File: config.mk
export PLATFORM = sky130hd
export DESIGN_NAME = pfsr_ctrl
export DESIGN_NICKNAME = d
export VERILOG_FILES = /design/src/hw/rtl/pfsr_pkg.sv /design/src/hw/rtl/pfsr_ctrl.sv
export SDC_FILE = /design/constraint.sdc
export NUM_CORES = 1
export LEC_CHECK = 0
export BUFFER_PORTS_ARGS = -buffer_cell sky130_fd_sc_hd__clkbuf_2
export CORE_MARGIN = 1.5
export CORE_UTILIZATION = 25
export DETAILED_ROUTE_END_ITERATION = 8
export PLACE_DENSITY_LB_ADDON = 0.1
export RECOVER_POWER = 100
export SLEW_MARGIN = 20
export SYNTH_ARGS = -nofsm -noshare
export SYNTH_HDL_FRONTEND = slang
export SYNTH_SLANG_ARGS = --single-unit
File: constraint.sdc
create_clock -name i_clk -period 3.1 [get_ports i_clk]
set_input_delay 0.62 -clock i_clk [delete_from_list [all_inputs] [get_ports i_clk]]
set_output_delay 0.62 -clock i_clk [all_outputs]
set_load 0.005 [all_outputs]
File: src/hw/rtl/pfsr_pkg.sv
// ----------------------------------------------------------------------------
// Polyline resampler package
// Widths, defaults and the command and status types that join the
// controller and the datapath.
// ----------------------------------------------------------------------------
`default_nettype none

package pfsr_pkg;

    localparam int COORD_W         = 32;
    localparam int SPACING_W       = 31;
    localparam int OWED_W          = 31;
    localparam int LEN_W           = 34;
    localparam int ARC_W           = 35;
    localparam int ITER_W          = 6;
    localparam int SQRT_STEPS      = 34;
    localparam int DIV_STEPS       = 32;
    localparam int MAX_SAMPLES_DEF = 63;
    localparam int FRAC_BITS_DEF   = 16;

    localparam logic [SPACING_W-1:0] SPACING_RESET = 31'd6554;

    typedef enum logic [3:0] {
        OP_NONE,
        OP_LOAD,
        OP_SQ_X,
        OP_SQ_Y,
        OP_SQRT,
        OP_SEG_INIT,
        OP_MUL,
        OP_NUM,
        OP_DIV,
        OP_EMIT_VTX,
        OP_EMIT_SMP,
        OP_EMIT_APP,
        OP_FINISH
    } t_op;

    typedef struct packed {
        t_op  op;
        logic axis_y;
    } t_cmd;

    typedef struct packed {
        logic new_path;
        logic len_zero;
        logic more;
        logic iter_done;
        logic out_free;
        logic need_append;
    } t_status;

endpackage

`default_nettype wire

File: src/hw/rtl/pfsr_ctrl.sv
// ----------------------------------------------------------------------------
// Polyline resampler controller
// Sequences one vertex through length, interpolation and output steps.
// ----------------------------------------------------------------------------
`default_nettype none

module pfsr_ctrl (
    input  logic              i_clk,
    input  logic              i_rst_n,
    input  logic              i_in_valid,
    output logic              o_in_ready,
    input  pfsr_pkg::t_status i_status,
    output pfsr_pkg::t_cmd    o_cmd
);
    import pfsr_pkg::*;

    typedef enum logic [12:0] {
        S_IDLE  = 13'b0000000000001,
        S_START = 13'b0000000000010,
        S_VTX   = 13'b0000000000100,
        S_SQY   = 13'b0000000001000,
        S_SQRT  = 13'b0000000010000,
        S_INIT  = 13'b0000000100000,
        S_TEST  = 13'b0000001000000,
        S_MUL   = 13'b0000010000000,
        S_NUM   = 13'b0000100000000,
        S_DIV   = 13'b0001000000000,
        S_EMIT  = 13'b0010000000000,
        S_APP   = 13'b0100000000000,
        S_FIN   = 13'b1000000000000
    } t_state;

    t_state r_state, n_state;
    logic   r_axis, n_axis;

    always_ff @(posedge i_clk) begin
        if (!i_rst_n) begin
            r_state <= S_IDLE;
            r_axis  <= 1'b0;
        end else begin
            r_state <= n_state;
            r_axis  <= n_axis;
        end
    end

    assign o_in_ready = (r_state == S_IDLE);

    always_comb begin
        n_state      = r_state;
        n_axis       = r_axis;
        o_cmd.op     = OP_NONE;
        o_cmd.axis_y = r_axis;
        unique case (r_state)
            S_IDLE: begin
                if (i_in_valid) begin
                    o_cmd.op = OP_LOAD;
                    n_state  = S_START;
                end
            end
            S_START: begin
                if (i_status.new_path) begin
                    n_state = S_VTX;
                end else begin
                    o_cmd.op = OP_SQ_X;
                    n_state  = S_SQY;
                end
            end
            S_VTX: begin
                if (i_status.out_free) begin
                    o_cmd.op = OP_EMIT_VTX;
                    n_state  = S_IDLE;
                end
            end
            S_SQY: begin
                o_cmd.op = OP_SQ_Y;
                n_state  = S_SQRT;
            end
            S_SQRT: begin
                o_cmd.op = OP_SQRT;
                if (i_status.iter_done) begin
                    n_state = S_INIT;
                end
            end
            S_INIT: begin
                o_cmd.op = OP_SEG_INIT;
                n_state  = S_TEST;
            end
            S_TEST: begin
                if (!i_status.len_zero && i_status.more) begin
                    n_axis  = 1'b0;
                    n_state = S_MUL;
                end else begin
                    n_state = S_APP;
                end
            end
            S_MUL: begin
                o_cmd.op = OP_MUL;
                n_state  = S_NUM;
            end
            S_NUM: begin
                o_cmd.op = OP_NUM;
                n_state  = S_DIV;
            end
            S_DIV: begin
                o_cmd.op = OP_DIV;
                if (i_status.iter_done) begin
                    if (!r_axis) begin
                        n_axis  = 1'b1;
                        n_state = S_MUL;
                    end else begin
                        n_state = S_EMIT;
                    end
                end
            end
            S_EMIT: begin
                if (i_status.out_free) begin
                    o_cmd.op = OP_EMIT_SMP;
                    n_state  = S_TEST;
                end
            end
            S_APP: begin
                if (!i_status.need_append) begin
                    n_state = S_FIN;
                end else if (i_status.out_free) begin
                    o_cmd.op = OP_EMIT_APP;
                    n_state  = S_FIN;
                end
            end
            S_FIN: begin
                o_cmd.op = OP_FINISH;
                n_state  = S_IDLE;
            end
            default: begin
                n_state = S_IDLE;
            end
        endcase
    end

    // A new vertex is only taken from the idle state.
    a_load_idle: assert property (@(posedge i_clk) disable iff (!i_rst_n)
        (o_cmd.op == OP_LOAD) |-> (r_state == S_IDLE))
        else $error("load outside idle");

    // Every finished length computation is followed by the segment setup.
    a_sqrt_init: assert property (@(posedge i_clk) disable iff (!i_rst_n)
        (r_state == S_SQRT && i_status.iter_done) |=> (r_state == S_INIT))
        else $error("sqrt not followed by setup");

    // The y division always follows an x division for the same sample.
    a_axis_order: assert property (@(posedge i_clk) disable iff (!i_rst_n)
        (r_state == S_EMIT) |-> r_axis)
        else $error("emit before both axes");

endmodule

`default_nettype wire

==> Yosys cells after proc, flatten, opt, wreduce, memory -nomap -nowiden <==
Index checks and enable logic that the tools add are counted.
{ "totals": {"register_bits": 14, "in_bits": 9, "output_inout_bits": 6, "wordCells": 48} }
{ "op_classes": {"n_eq_ne": 20, "n_mux": 21, "reduce_logical": 5} }
{ "op_table": {"columns": ["op", "count"], "rows": [
  ["13-bit case mux with 12 select lines", 1],
  ["13-bit 2-to-1 mux", 7],
  ["4-bit case mux with 12 select lines", 1],
  ["4-bit 2-to-1 mux", 5],
  ["13-bit by 1-bit equality test with 1-bit output, second input constant", 1],
  ["13-bit by 10-bit equality test with 1-bit output, second input constant", 1],
  ["13-bit by 11-bit equality test with 1-bit output, second input constant", 1],
  ["13-bit by 12-bit equality test with 1-bit output, second input constant", 1],
  ["13-bit equality test, second input constant", 1],
  ["13-bit by 2-bit equality test with 1-bit output, second input constant", 1],
  ["13-bit by 3-bit equality test with 1-bit output, second input constant", 1],
  ["13-bit by 4-bit equality test with 1-bit output, second input constant", 1],
  ["13-bit by 5-bit equality test with 1-bit output, second input constant", 1],
  ["13-bit by 6-bit equality test with 1-bit output, second input constant", 1],
  ["13-bit by 7-bit equality test with 1-bit output, second input constant", 1],
  ["13-bit by 8-bit equality test with 1-bit output, second input constant", 1],
  ["13-bit by 9-bit equality test with 1-bit output, second input constant", 1],
  ["12-bit 2-to-1 mux", 1],
  ["2-bit inequality test, second input constant", 6],
  ["11-bit 2-to-1 mux", 1],
  ["6-bit AND reduction", 1],
  ["1-bit 2-to-1 mux", 3],
  ["3-bit inequality test, second input constant", 1],
  ["3-bit AND reduction", 1],
  ["other kinds (5)", 5]
]} }

==> Depth between registers and ports, before layout <==
Gate-level depths: netlist of the first run.
{ "depth": {"word_depth": 4, "mapped_depth": 7, "ltp_nobuf": 5} }

==> Least setup slack after synthesis of the first run <==
No wires, ideal clock.
{ "synth_path": {"kind": "register to output", "start": "register r_state[4]", "end": "output port o_cmd[1] in the netlist's numbering", "arrival_time_ns": 1.606, "t_required_ns": 2.480, "setup_slack_ns": 0.874, "path_stages_with_launch": 7, "path_cell_list": "dfxtp_1 buf_4 or4_1 nor4_1 a22o_1 nand2_1 o2111ai_1"} }
{ "synth_rtl": {"columns": ["element", "line", "rtl"], "rows": [
  ["start: declaration", "pfsr_ctrl.sv:33", "t_state r_state, n_state;"],
  ["start signal: assignment", "pfsr_ctrl.sv:41", "r_state <= n_state;"],
  ["end: declaration", "pfsr_ctrl.sv:13", "output pfsr_pkg::t_cmd o_cmd"]
]} }

==> results.toml, run 1 <==
[outcome]
outcome = "finished clean"

[yosys]
syn_nets = 142
synth_area_um2 = 1080
yosys.area.top_type = "dfxtp_1"
synthCells = 133
synth_top_cells_by_area = "dfxtp_1, nor2_1, xnor2_1"
yosysSeqAreaShare = 0.259
syn_area_per_cell_um2 = 8.15
synth_edf_count = 0
synth_cell_types = 43
synthArstFlopShare = 0
synth_flop_cell = "dfxtp_1"
ys_warn_count = 0
yosysTopAreaCellShare = 0.259
synth_common_cells = "dfxtp_1, nor2_1, nand2_1"
yosysMostFrequentCell = "dfxtp_1"
synth-seq-cells = 14

[global_routing]
antenna_found_initial = 0
grt_max_degree = 12
grt_pass1_wl_um = 4710
grt_pass1_vias = 988
grt_remaining_overflow = 0
track_usage = 0.134

[final_layout]
final_nets = 152
multi_input_area_um2 = 676
seqCellArea_um2 = 280
final_area_um2 = 1170
drive_gt1_frac = 0.176
antenna_cells = 0
area.growth.synth_to_final_pct = 7.74
fill_cells = 473

[critical_path]
crit_family = "simple AND/OR/NAND/NOR gates"
critPathLaunch = "r_state[4]$_SDFFE_PN0P_"
start_kind = "register"
worstPathMaxFanout = 11
path_cells = "or4_1 -> nor4_1 -> a22o_1 -> nand2_1 -> o2111ai_1 -> clkbuf_2"
cp.buffers_inverters = 1
cp.depth = 6
r2r-end = "r_state[6]$_SDFFE_PN0P_"
worst_setup_path_end_kind = "output pin"
path_class = "reg -> out"
r2r_slack_ns = 0.72
slowest_stage = "or4_1"
reg2regPathDepth = 5
critPathArrivalTime_ns = 2.14
worstReg2RegStart = "r_state[10]$_SDFFE_PN0P_"
cp.required_ns = 2.48
crit_path_end = "o_cmd[1]"
cp_slowest_stage_delay_ns = 0.64

[cts]
postCtsSetupBuffers = 0
post_cts_resized = 0
cts_tree = "yes"
insertion_delay_ns = 0.25
clockBufferDepth = 2
h-tree-depth = 1
cts_made_buffers = 3
ctsHoldBuffers = 0
clk_pin_slew_worst_paths_ns = 0.06
numClockSinks = 14
root_buffer = "clkbuf_8"

[sta]
slew_viol_final = 0
worst_slew_pin_slew_ns = 0.536
rsz0062_at_grt = "false"
finClkSkew_ns = 0.00221
slew_headroom = 0.641
finalCritPeriodShare = 0.891
fin_setup_tns_ns = 0
worst_hold_slack_ns = 0.532
timing.fmax_mhz = 362
period_needed_ns = 2.76
setup_viol = 0
finalHoldViolCount = 0

[place]
place_congestion = 0.844
hpwl_um = 2360
io_buffer_count = 14
placed_area_um2 = 1150

[floorplan]
io_pins = 15
start_util = 0.265
rows = 23
die-area_um2 = 4740
coreArea_um2 = 4090
chipHeight_um = 68.8
die_w_um = 68.8

[route]
drc = 0
drt_iter0_drc = 62
firstDrtPassIters = 4
viasPerCell = 5.48
wire_per_inst_um = 15.9
postRouteAntennaNets = 0
via_count = 1052
totalWireLength_um = 3060

[power]
power_density_nw_per_um2 = 430
ir_drop_v = 0.000129
leakage_nw = 0.444

[flow_run]
cap_violations = 0

[worst_hold_path]
hold_path.class = "reg -> reg"
-- through the flow --
stage,setup WS (ns),instances,power (mW),utilization
after floorplan,0.874,133,0.279,-
after global placement,0.627,188,0.331,0.281
after detailed placement,0.620,188,0.326,0.281
after CTS,0.351,192,0.513,0.295
after global routing,0.258,192,0.522,0.286
final,0.338,192,0.502,0.286
-- flip-flops by register name, indices dropped and copies added, names as in the netlist --
signal   count
r_axis       1
r_state     13
-- metal layers --
metal	wire, um	share of wire	up-vias	global-route usage
li1	-	-	515	-
met1	1480	0.48	491	0.176
met5	0	0	-	0
met4	51	0.017	0	0.0417
met2	1420	0.46	38	0.225
met3	115	0.038	8	0.0211
-- worst min path at each step --
stage,from,cells past startpoint,to
detailed placement,r_axis$_SDFFE_PN0P_,2,r_state[10]$_SDFFE_PN0P_
global placement,r_axis$_SDFFE_PN0P_,2,r_state[10]$_SDFFE_PN0P_
global route,r_axis$_SDFFE_PN0P_,2,r_state[10]$_SDFFE_PN0P_
floorplan,r_axis$_SDFFE_PN0P_,2,r_state[10]$_SDFFE_PN0P_
CTS,r_axis$_SDFFE_PN0P_,2,r_state[10]$_SDFFE_PN0P_
finish,r_axis$_SDFFE_PN0P_,2,r_state[10]$_SDFFE_PN0P_
-- cell usage in the layout (no fill, tap or decap), types with 5 or more instances in the layout --
cell type	n
nand2_1	11
nand3_1	7
nor2_1	13
xnor2_1	5
nor3_1	7
clkbuf_2	12
dfxtp_1	14
nor4_1	6
-- tightest hold or removal path, delay by kind of cell (launching register included) --
| family | cells | cell delay (ns) |
|---|---|---|
| flip-flops | 1 | 0.34 |
| multiplexers | 1 | 0.06 |
| AND/OR/NAND/NOR | 1 | 0.09 |
-- cell families after synthesis --
kind of cell	synth area share
AO/OA/AOI/OAI	0.152
buffers and inverters	0.0901
multiplexers	0.00924
flip-flops	0.259
XOR/XNOR	0.0727
AND/OR/NAND/NOR	0.417
-- final cells by class --
cell class | count | area share
well taps | 50 | 0.0536
multi-input cells | 105 | 0.579
repair buffers | 17 | 0.0740
inverters | 2 | 0.00643
clock buffers | 4 | 0.0472
flip-flops and latches | 14 | 0.240
-- power breakdown --
| group | total, mW | switching [mW] | internal [mW] |
|---|---|---|---|
| clock | 0.186 | 0.0731 | 0.113 |
| combinational | 0.117 | 0.0699 | 0.0470 |
| sequential | 0.199 | 0.0126 | 0.187 |
(Power assumes the default switching activity.)
==> run 2: changes to the inputs <==
--- a/config.mk
+++ b/config.mk
@@ -11,7 +11,6 @@
 export DETAILED_ROUTE_END_ITERATION = 8
 export PLACE_DENSITY_LB_ADDON = 0.1
 export RECOVER_POWER = 100
-export SLEW_MARGIN = 20
 export SYNTH_ARGS = -nofsm -noshare
 export SYNTH_HDL_FRONTEND = slang
 export SYNTH_SLANG_ARGS = --single-unit
==> constraint.sdc (replaced) <==
create_clock -name i_clk -period 3.4 [get_ports i_clk]
set_input_delay 0.68 -clock i_clk [delete_from_list [all_inputs] [get_ports i_clk]]
set_output_delay 0.68 -clock i_clk [all_outputs]
set_load 0.005 [all_outputs]
==> results.toml, run 2 (synthesis results as in run 1) <==
[cts]
ctsHoldBuffers = 0
root_buffer = "clkbuf_8"
clockBufferDepth = 2
numClockSinks = 14
postCtsSetupBuffers = 0
insertion_delay_ns = 0.25
h-tree-depth = 1
cts_tree = "yes"
clk_pin_slew_worst_paths_ns = 0.07
cts_made_buffers = 3
post_cts_resized = 0

[route]
totalWireLength_um = 2870
via_count = 1022
firstDrtPassIters = 4
drc = 0
viasPerCell = 5.38
postRouteAntennaNets = 0
wire_per_inst_um = 15.1
drt_iter0_drc = 38

[floorplan]
chipHeight_um = 68.8
die-area_um2 = 4740
io_pins = 15
coreArea_um2 = 4090
rows = 23
start_util = 0.265
die_w_um = 68.8

[place]
placed_area_um2 = 1130
io_buffer_count = 14
place_congestion = 0.854
dp_slack_ns = 0.837
hpwl_um = 2220

[sta]
timing.fmax_mhz = 352
setup_viol = 0
slew_headroom = 0.659
rsz0062_at_grt = "false"
worst_slew_pin_slew_ns = 0.507
slew_viol_final = 0
finClkSkew_ns = 0.00403
fin_setup_tns_ns = 0
finalCritPeriodShare = 0.837
setup_ws_ns = 0.555
finalHoldViolCount = 0
period_needed_ns = 2.84

[final_layout]
final_area_um2 = 1180
multi_input_area_um2 = 697
seqCellArea_um2 = 280
final_nets = 150
layout_common_cells = "dfxtp_1, nor2_1, clkbuf_2, nand2_1"
area.growth.synth_to_final_pct = 8.66
drive_gt1_frac = 0.186
antenna_cells = 0
fill_cells = 458
largest_reg_flops = 13
mostFrequentLayoutCell = "dfxtp_1"
largestRegisters = "r_state: 13 flops, r_axis: 1 flops"
top_register = "r_state"

[outcome]
outcome = "finished clean"

[critical_path]
cp_slowest_stage_delay_ns = 0.65
worst_setup_path_end_kind = "output pin"
path_class = "reg -> out"
critPathArrivalTime_ns = 2.16
cp.required_ns = 2.72
slowest_stage = "or4_1"
start_kind = "register"
worstPathMaxFanout = 11
path_cells = "or4_1 -> nor4_1 -> a22o_1 -> nand2_1 -> o2111ai_1 -> clkbuf_2"

[global_routing]
grt_pass1_vias = 1026
track_usage = 0.138
grt_max_degree = 12
antenna_found_initial = 0
grt_remaining_overflow = 0
grt_pass1_wl_um = 4850

[power]
power_density_nw_per_um2 = 389
fin_total_pwr_mw = 0.458
ir_drop_v = 0.0000859
leakage_nw = 0.438

[flow_run]
cap_violations = 0

[worst_hold_path]
hold_path.class = "reg -> reg"
## run 2: cell types whose count changed in the layout (fill, tap and decap cells not counted)
cell / delta
nor4_1: -1
nor4_4: +1
buf_4: -1
and3_4: +1
clkbuf_1: -1
and3_2: -1
nor2_1: -1
nor2_2: +1
## run 2: layer usage
metal  vias up  global-route usage  part of all wire
met5         -                   0                 0
met4         0              0.0637             0.027
met3         8              0.0308             0.055
met2        26               0.218              0.48
met1       482               0.179              0.43
li1        506                   -                 -
## run 2: stage by stage
stage / cells / util / hold WS [ns]
4_1_cts: 190 / 0.291 / 0.531
3_3_place_gp: 186 / 0.277 / 0.517
2_1_floorplan: 133 / - / 0.469
6_report: 190 / 0.288 / 0.517
3_5_place_dp: 186 / 0.277 / 0.522
5_1_grt: 190 / 0.288 / 0.542
## run 2: final cells by class
type	count	area share
inverter	2	0.00638
clock buffer	4	0.0468
tap	50	0.0531
sequential	14	0.238
timing repair buffer	15	0.0638
multi-input combinational	105	0.592
## run 2: path summary, 6_finish.rpt
check	startpoint	end	slack, ns	depth (start not counted)
max	r_state[4]$_SDFFE_PN0P_	o_cmd[1]	0.56	6
min	r_axis$_SDFFE_PN0P_	r_state[10]$_SDFFE_PN0P_	0.52	2
max reg2reg	r_state[9]$_SDFFE_PN0P_	r_state[6]$_SDFFE_PN0P_	1.16	5
min reg2reg	r_axis$_SDFFE_PN0P_	r_state[10]$_SDFFE_PN0P_	0.52	2
## run 2: where the power goes
group / total, mW / switching (mW) / internal [mW]
registers: 0.181 / 0.0105 / 0.170
clock network: 0.170 / 0.0675 / 0.103
logic: 0.107 / 0.0646 / 0.0423
## run 2: critical path, delay by kind of cell (launching register included)
kind	cells	cell delay (ns)
AO/OA/AOI/OAI	2	0.28
buffers and inverters	1	0.15
AND/OR/NAND/NOR	3	1.05
flip-flops	1	0.44
